## config.mk

```make
export PLATFORM = sky130hd
export DESIGN_NAME = stfl_seq
export DESIGN_NICKNAME = d
export VERILOG_FILES = /design/src/hw/rtl/stfl_pkg.sv /design/src/hw/rtl/stfl_seq.sv
export SDC_FILE = /design/constraint.sdc
export NUM_CORES = 1
export LEC_CHECK = 0
export ABC_AREA = 1
export BUFFER_PORTS_ARGS = -buffer_cell sky130_fd_sc_hd__buf_2
export CAP_MARGIN = 20
export CORE_UTILIZATION = 53
export DETAILED_ROUTE_END_ITERATION = 10
export HOLD_SLACK_MARGIN = 0.06
export PLACE_DENSITY = 0.85
export RECOVER_POWER = 50
export SKIP_CTS_REPAIR_TIMING = 1
export SYNTH_ARGS = -nofsm -noshare
export SYNTH_HDL_FRONTEND = slang
export SYNTH_SLANG_ARGS = --single-unit
export TNS_END_PERCENT = 50
```

## constraint.sdc

```tcl
create_clock -name clk_i -period 5.2 [get_ports clk_i]
set_input_delay 1.04 -clock clk_i [delete_from_list [all_inputs] [get_ports clk_i]]
set_output_delay 1.04 -clock clk_i [all_outputs]
set_load 0.1 [all_outputs]
```

## src/hw/rtl/stfl_pkg.sv

```systemverilog
package stfl_pkg;

  // Table geometry
  localparam int unsigned DEPTH     = 128;
  localparam int unsigned TAG_WIDTH = 32;
  localparam int unsigned ADDR_W    = 64;
  localparam int unsigned IN_TAG_W  = 32;
  localparam int unsigned RES_TAG_W = 32;
  localparam int unsigned STATUS_W  = 2;
  localparam int unsigned COUNT_W   = 8;
  localparam int unsigned IDX_W     = (DEPTH > 1) ? $clog2(DEPTH) : 1;
  localparam int unsigned CNT_W     = $clog2(DEPTH + 1);

  // Stream beat layout
  localparam int unsigned IN_DATA_W      = 96;
  localparam int unsigned IN_ADDR_LSB    = 0;
  localparam int unsigned IN_TAG_LSB     = 64;
  localparam int unsigned OUT_STATUS_LSB = 0;
  localparam int unsigned OUT_TAG_LSB    = 2;
  localparam int unsigned OUT_COUNT_LSB  = 34;
  localparam int unsigned OUT_USED_W     = 42;
  localparam int unsigned OUT_DATA_W     = 48;

  // Action codes
  localparam logic ACT_REG    = 1'b0;
  localparam logic ACT_LOOKUP = 1'b1;

  typedef enum logic [STATUS_W-1:0] {
    ST_OK    = 2'd0,
    ST_INVAL = 2'd1,
    ST_FULL  = 2'd2,
    ST_NOENT = 2'd3
  } status_e;

  typedef struct packed {
    logic                action;
    logic [ADDR_W-1:0]   address;
    logic [IN_TAG_W-1:0] name_tag;
  } item_t;

  typedef struct packed {
    logic                 rd_en;
    logic [IDX_W-1:0]     rd_idx;
    logic                 wr_en;
    logic [IDX_W-1:0]     wr_idx;
    logic [ADDR_W-1:0]    wr_addr;
    logic [TAG_WIDTH-1:0] wr_tag;
  } mem_req_t;

  typedef struct packed {
    logic [ADDR_W-1:0]    addr;
    logic [TAG_WIDTH-1:0] tag;
  } entry_t;

  typedef struct packed {
    status_e              status;
    logic [RES_TAG_W-1:0] found_tag;
    logic [COUNT_W-1:0]   entry_count;
  } result_t;

endpackage

```

## src/hw/rtl/stfl_seq.sv

```systemverilog
module stfl_seq (
  input  logic               clk_i,
  input  logic               rst_ni,
  input  logic               in_valid_i,
  output logic               in_ready_o,
  input  stfl_pkg::item_t    item_i,
  output logic               res_valid_o,
  input  logic               out_free_i,
  output stfl_pkg::result_t  res_o,
  output stfl_pkg::mem_req_t mem_req_o,
  input  stfl_pkg::entry_t   mem_rdata_i
);

  localparam logic [1:0] S_IDLE = 2'd0;
  localparam logic [1:0] S_SCAN = 2'd1;
  localparam logic [1:0] S_DONE = 2'd2;

  logic [1:0]                     state_q, state_d;
  logic                           act_q, act_d;
  logic [stfl_pkg::ADDR_W-1:0]    key_q, key_d;
  logic [stfl_pkg::TAG_WIDTH-1:0] tag_q, tag_d;
  logic [stfl_pkg::CNT_W-1:0]     idx_q, idx_d;
  logic [stfl_pkg::CNT_W-1:0]     fill_q, fill_d;
  logic                           rvld_q, rvld_d;
  logic [stfl_pkg::IDX_W-1:0]     ridx_q, ridx_d;
  logic                           have_q, have_d;
  logic                           hit_q, hit_d;
  logic [stfl_pkg::IDX_W-1:0]     hit_idx_q, hit_idx_d;
  logic [stfl_pkg::ADDR_W-1:0]    best_addr_q, best_addr_d;
  logic [stfl_pkg::TAG_WIDTH-1:0] best_tag_q, best_tag_d;
  stfl_pkg::status_e              status_q, status_d;

  logic                           rd_go;
  logic                           cmp_eq, cmp_le, cmp_gt;
  logic [stfl_pkg::TAG_WIDTH-1:0] in_tag;

  // Shared compare unit: entry read last cycle against key and best so far
  assign cmp_eq = (mem_rdata_i.addr == key_q);
  assign cmp_le = (mem_rdata_i.addr <= key_q);
  assign cmp_gt = (mem_rdata_i.addr > best_addr_q);

  assign in_tag = stfl_pkg::TAG_WIDTH'(item_i.name_tag);
  assign rd_go  = (state_q == S_SCAN) && (idx_q < fill_q);

  // Sequencer
  always_comb begin
    state_d     = state_q;
    act_d       = act_q;
    key_d       = key_q;
    tag_d       = tag_q;
    idx_d       = idx_q;
    fill_d      = fill_q;
    rvld_d      = 1'b0;
    ridx_d      = ridx_q;
    have_d      = have_q;
    hit_d       = hit_q;
    hit_idx_d   = hit_idx_q;
    best_addr_d = best_addr_q;
    best_tag_d  = best_tag_q;
    status_d    = status_q;
    mem_req_o   = '0;

    case (state_q)
      S_IDLE: begin
        if (in_valid_i) begin
          act_d  = item_i.action;
          key_d  = item_i.address;
          tag_d  = in_tag;
          idx_d  = '0;
          have_d = 1'b0;
          hit_d  = 1'b0;
          if ((item_i.address == '0) ||
              ((item_i.action == stfl_pkg::ACT_REG) && (in_tag == '0))) begin
            status_d = stfl_pkg::ST_INVAL;
            state_d  = S_DONE;
          end else begin
            state_d = S_SCAN;
          end
        end
      end
      S_SCAN: begin
        // one read issued per cycle, compared in the next cycle
        mem_req_o.rd_en  = rd_go;
        mem_req_o.rd_idx = idx_q[stfl_pkg::IDX_W-1:0];
        rvld_d           = rd_go;
        ridx_d           = idx_q[stfl_pkg::IDX_W-1:0];
        if (rd_go) begin
          idx_d = idx_q + stfl_pkg::CNT_W'(1);
        end
        if (rvld_q) begin
          if (act_q == stfl_pkg::ACT_REG) begin
            if (cmp_eq) begin
              hit_d     = 1'b1;
              hit_idx_d = ridx_q;
              status_d  = stfl_pkg::ST_OK;
              rvld_d    = 1'b0;
              state_d   = S_DONE;
            end
          end else if (cmp_le && (!have_q || cmp_gt)) begin
            have_d      = 1'b1;
            best_addr_d = mem_rdata_i.addr;
            best_tag_d  = mem_rdata_i.tag;
          end
        end else if (!rd_go) begin
          state_d = S_DONE;
          if (act_q == stfl_pkg::ACT_REG) begin
            status_d = (fill_q == stfl_pkg::CNT_W'(stfl_pkg::DEPTH)) ?
                       stfl_pkg::ST_FULL : stfl_pkg::ST_OK;
          end else begin
            status_d = have_q ? stfl_pkg::ST_OK : stfl_pkg::ST_NOENT;
          end
        end
      end
      S_DONE: begin
        // commit the table update as the result leaves
        if (out_free_i) begin
          state_d = S_IDLE;
          if ((act_q == stfl_pkg::ACT_REG) && (status_q == stfl_pkg::ST_OK)) begin
            mem_req_o.wr_en   = 1'b1;
            mem_req_o.wr_addr = key_q;
            mem_req_o.wr_tag  = tag_q;
            if (hit_q) begin
              mem_req_o.wr_idx = hit_idx_q;
            end else begin
              mem_req_o.wr_idx = fill_q[stfl_pkg::IDX_W-1:0];
              fill_d           = fill_q + stfl_pkg::CNT_W'(1);
            end
          end
        end
      end
      default: begin
        state_d = S_IDLE;
      end
    endcase

    res_o.status      = status_q;
    res_o.found_tag   = ((act_q == stfl_pkg::ACT_LOOKUP) && (status_q == stfl_pkg::ST_OK)) ?
                        stfl_pkg::RES_TAG_W'(best_tag_q) : '0;
    res_o.entry_count = stfl_pkg::COUNT_W'(fill_d);
  end

  assign in_ready_o  = (state_q == S_IDLE);
  assign res_valid_o = (state_q == S_DONE);

  // Control state
  always_ff @(posedge clk_i or negedge rst_ni) begin
    if (!rst_ni) begin
      state_q <= S_IDLE;
      fill_q  <= '0;
      rvld_q  <= 1'b0;
    end else begin
      state_q <= state_d;
      fill_q  <= fill_d;
      rvld_q  <= rvld_d;
    end
  end

  // Working registers
  always_ff @(posedge clk_i) begin
    act_q       <= act_d;
    key_q       <= key_d;
    tag_q       <= tag_d;
    idx_q       <= idx_d;
    ridx_q      <= ridx_d;
    have_q      <= have_d;
    hit_q       <= hit_d;
    hit_idx_q   <= hit_idx_d;
    best_addr_q <= best_addr_d;
    best_tag_q  <= best_tag_d;
    status_q    <= status_d;
  end

endmodule

```

==> results.toml <==
[outcome]
result_of_the_run = "finished with violations"
violations = "max-capacitance violations, max-slew violations"

[synthesis]
synthesis.area_sq_um = 12100
syn_inst = 1191
synth.net_count = 1526
postSynthAreaPerCell_sq_um = 10.2
synth-seq-cells = 230
ys_seq_area_frac = 0.566
yosysWarningCount = 0
yosys.cell_types.count = 34

[drt]
route.detailed.wl_per_inst_um = 16.3
detail_route.wirelength_mm = 30.5
number_of_design_rule_violations_left_by_the_first_detailed_router_iteration = 544
routedLengthMet1_mm = 11.8
topRoutingLayerUsed = "met4"
via_count = 9619
antenna_violating_nets_post_route = 0
met2_wirelength_mm = 14.9
drt_pass1_iterations = 6
detailed_route_vias_per_instance = 5.16
drcViolationCount = 0
wl_met3_mm = 2.00

[clock_tree]
htree_levels = 1
cts_root_buf = "sky130_fd_sc_hd__clkbuf_16"
clock_insertion_delay_worst_skew_ns = 0.53
clock_path_buffers = 3
total_cts_buffers = 26
cts.reportedPaths.clkPinSlew_ns = 0.06
clock_sink_count = 230
cts_tree = "built"

[sta]
fin_skew_ns = 0.0109
rsz0062_at_grt = "false"
fin_crit_sh = 0.814
hold_violations = 0
report.final.slew_viol_count = 58
timing.setup.tns_ns = 0
post-route-worst-setup-slack_ns = 0.966
tightest_slew_ns = 2.61
final-setup-viol-count = 0
hold_ws_ns = 0.417
max_clock_freq_mhz = 236
relSlewSlack = -0.749
final_critical_path_required_period_ns = 4.23

[power]
vdd_ir_drop_max_uv = 420
power.density_cell_area_nw_per_um2 = 410
power.total_mw = 6.11
static-leakage-power_nw = 7.29

[layout]
num-nets-final = 1898
area.growth.synth_to_final_pct = 23.0
finish.utilization = 0.674
layout.cells.most_common = "sky130_fd_sc_hd__inv_1"
number_of_standard_cells_in_the_final_layout_excluding_fillers = 1864
fin_area_sq_um = 14900
drive_gt1_frac = 0.175
most-common-layout-cells = "sky130_fd_sc_hd__inv_1 (246), sky130_fd_sc_hd__buf_2 (222), sky130_fd_sc_hd__edfxtp_1 (219), sky130_fd_sc_hd__nor2_1 (209), sky130_fd_sc_hd__nand2_1 (145)"
final.fill_count = 1687

[flow_run]
maxCapViolCount = 1

[setup_path]
worstPathBufferInverterCount = 3
setup.worst_path.class = "flop to output pin"
cp_slowest_cell = "sky130_fd_sc_hd__nor2_1"
critical_path.cell_chain = "inv_1 > nor2_1 > inv_1 > nor2_1 > buf_2"
timing.critical_path.max_delay_family = "simple AND/OR/NAND/NOR gates"
cp.arrival_ns = 3.19
critPathMaxStageDelay_ns = 0.91
startpoint_type = "flop"
endpoint_kind = "output pin"
crit_required_ns = 4.16
peak_fanout_along_the_critical_path = 17

[placed_design]
pre_cts_worst_setup_slack_ns = 1.18
place.detailed.hpwl_mm = 23.7
detailed_place.area_sq_um = 14200
placement.io_buffers = 352
globalplace.congestion = 0.880
dp.cells = 1813

[floorplanning]
core_sq_um = 22100
io_pins = 353
effective_utilization_at_floorplan = 0.548
die-height_um = 153
chipWidth_um = 153
floorplan.die_area_sq_um = 23400
num_rows = 54

[global_route]
antenna_violations_before_repair = 3
grt_overflow_total = 0
first_global_vias = 9703
maximum_number_of_pins_on_one_net_before_global_route_repair = 58
wire_length_of_the_first_global_routing_pass_mm = 48.0
groute.usage.overall = 0.260

[min_path]
hold_path.class = "flop to flop"
[layout make-up]
type                       instances  area (sq um)  share of cell area
inverter                         250           942              0.0633
clock inverter                    13           110             0.00740
clock buffer                      32           724              0.0487
tap                              280           350              0.0235
sequential                       230          6850               0.460
timing repair buffer             360          1680               0.113
multi-input combinational        695          4220               0.283
antenna                            4          10.0            0.000672
[sequential cells by signal (all words and copies together), names as in the netlist]
name	flops
hit_idx_q	7
best_tag_q	32
best_addr_q	64
hit_q	1
have_q	1
idx_q	8
act_q	1
key_q	64
tag_q	32
rvld_q	1
fill_q	8
status_q	2
state_q	2
ridx_q	7
[worst paths after layout]
path	startpoint	cells past startpoint	slack, ns	end
setup / recovery	state_q[0]	5	0.97	mem_req_o[110]
hold / removal	ridx_q[5]	0	0.42	hit_idx_q[5]
hold reg to reg	ridx_q[5]	0	0.42	hit_idx_q[5]
min in group asynchronous	rst_ni	1	0.53	rvld_q
max in group asynchronous	rst_ni	1	4.24	fill_q[0]
setup reg to reg	state_q[0]	4	1.11	key_q[8]
[metal layers]
metal | vias to the layer above | track usage
met5 | - | 0
met2 | 386 | 0.455
met1 | 4431 | 0.297
met4 | 0 | 0.147
li1 | 4697 | -
met3 | 105 | 0.0539
[cell usage after synthesis]
master,instances,area [sq um]
sky130_fd_sc_hd__inv_1,247,927
sky130_fd_sc_hd__buf_1,4,15.0
sky130_fd_sc_hd__edfxtp_1,219,6580
sky130_fd_sc_hd__nand3b_1,4,30.0
sky130_fd_sc_hd__and2_1,1,6.26
sky130_fd_sc_hd__nor2_2,4,25.0
sky130_fd_sc_hd__a31oi_1,3,18.8
sky130_fd_sc_hd__ha_1,138,1730
sky130_fd_sc_hd__a21boi_0,1,7.51
sky130_fd_sc_hd__nor3b_1,1,7.51
sky130_fd_sc_hd__nor4_1,23,144
sky130_fd_sc_hd__a21oi_1,78,390
sky130_fd_sc_hd__dfrtp_1,11,275
sky130_fd_sc_hd__clkinv_1,1,3.75
sky130_fd_sc_hd__o22ai_1,2,12.5
sky130_fd_sc_hd__o31ai_1,2,15.0
sky130_fd_sc_hd__nor2_4,2,22.5
sky130_fd_sc_hd__nand4_1,15,93.8
sky130_fd_sc_hd__nand3_1,13,65.1
sky130_fd_sc_hd__o21ai_0,23,115
sky130_fd_sc_hd__nand3_2,1,10.0
sky130_fd_sc_hd__nand4_4,1,21.3
sky130_fd_sc_hd__nor3_2,1,10.0
sky130_fd_sc_hd__o21a_1,8,60.1
sky130_fd_sc_hd__nand2_1,145,544
sky130_fd_sc_hd__inv_2,2,7.51
sky130_fd_sc_hd__nor2_1,207,777
sky130_fd_sc_hd__xnor2_1,1,8.76
sky130_fd_sc_hd__nor3_1,12,60.1
sky130_fd_sc_hd__a21o_1,2,15.0
sky130_fd_sc_hd__buf_2,1,5.00
sky130_fd_sc_hd__clkbuf_1,11,41.3
sky130_fd_sc_hd__xor2_1,6,52.6
sky130_fd_sc_hd__o21bai_1,1,7.51
[logic make-up (layout without fill, tap and decap cells)]
family / Yosys count / after routing / synth area share
adders and majority gates: 138 / 138 / 0.143
and+or+nand+nor: 430 / 430 / 0.150
xor gates and xnor gates: 7 / 7 / 0.00507
AOI/OAI and AO/OA: 120 / 120 / 0.0531
DFF: 230 / 230 / 0.566
buffers and inverters: 266 / 655 / 0.0826
other: 0 / 4 / 0
[where the power goes]
group	internal (mW)	total [mW]	switching [mW]	leakage [nW]
Combinational	0.387	1.83	1.44	4.72
Clock	1.08	1.79	0.716	0.419
Sequential	2.38	2.49	0.115	2.15
Total	3.84	6.11	2.27	7.29
Note: power is estimated with default switching activity, not from simulation.
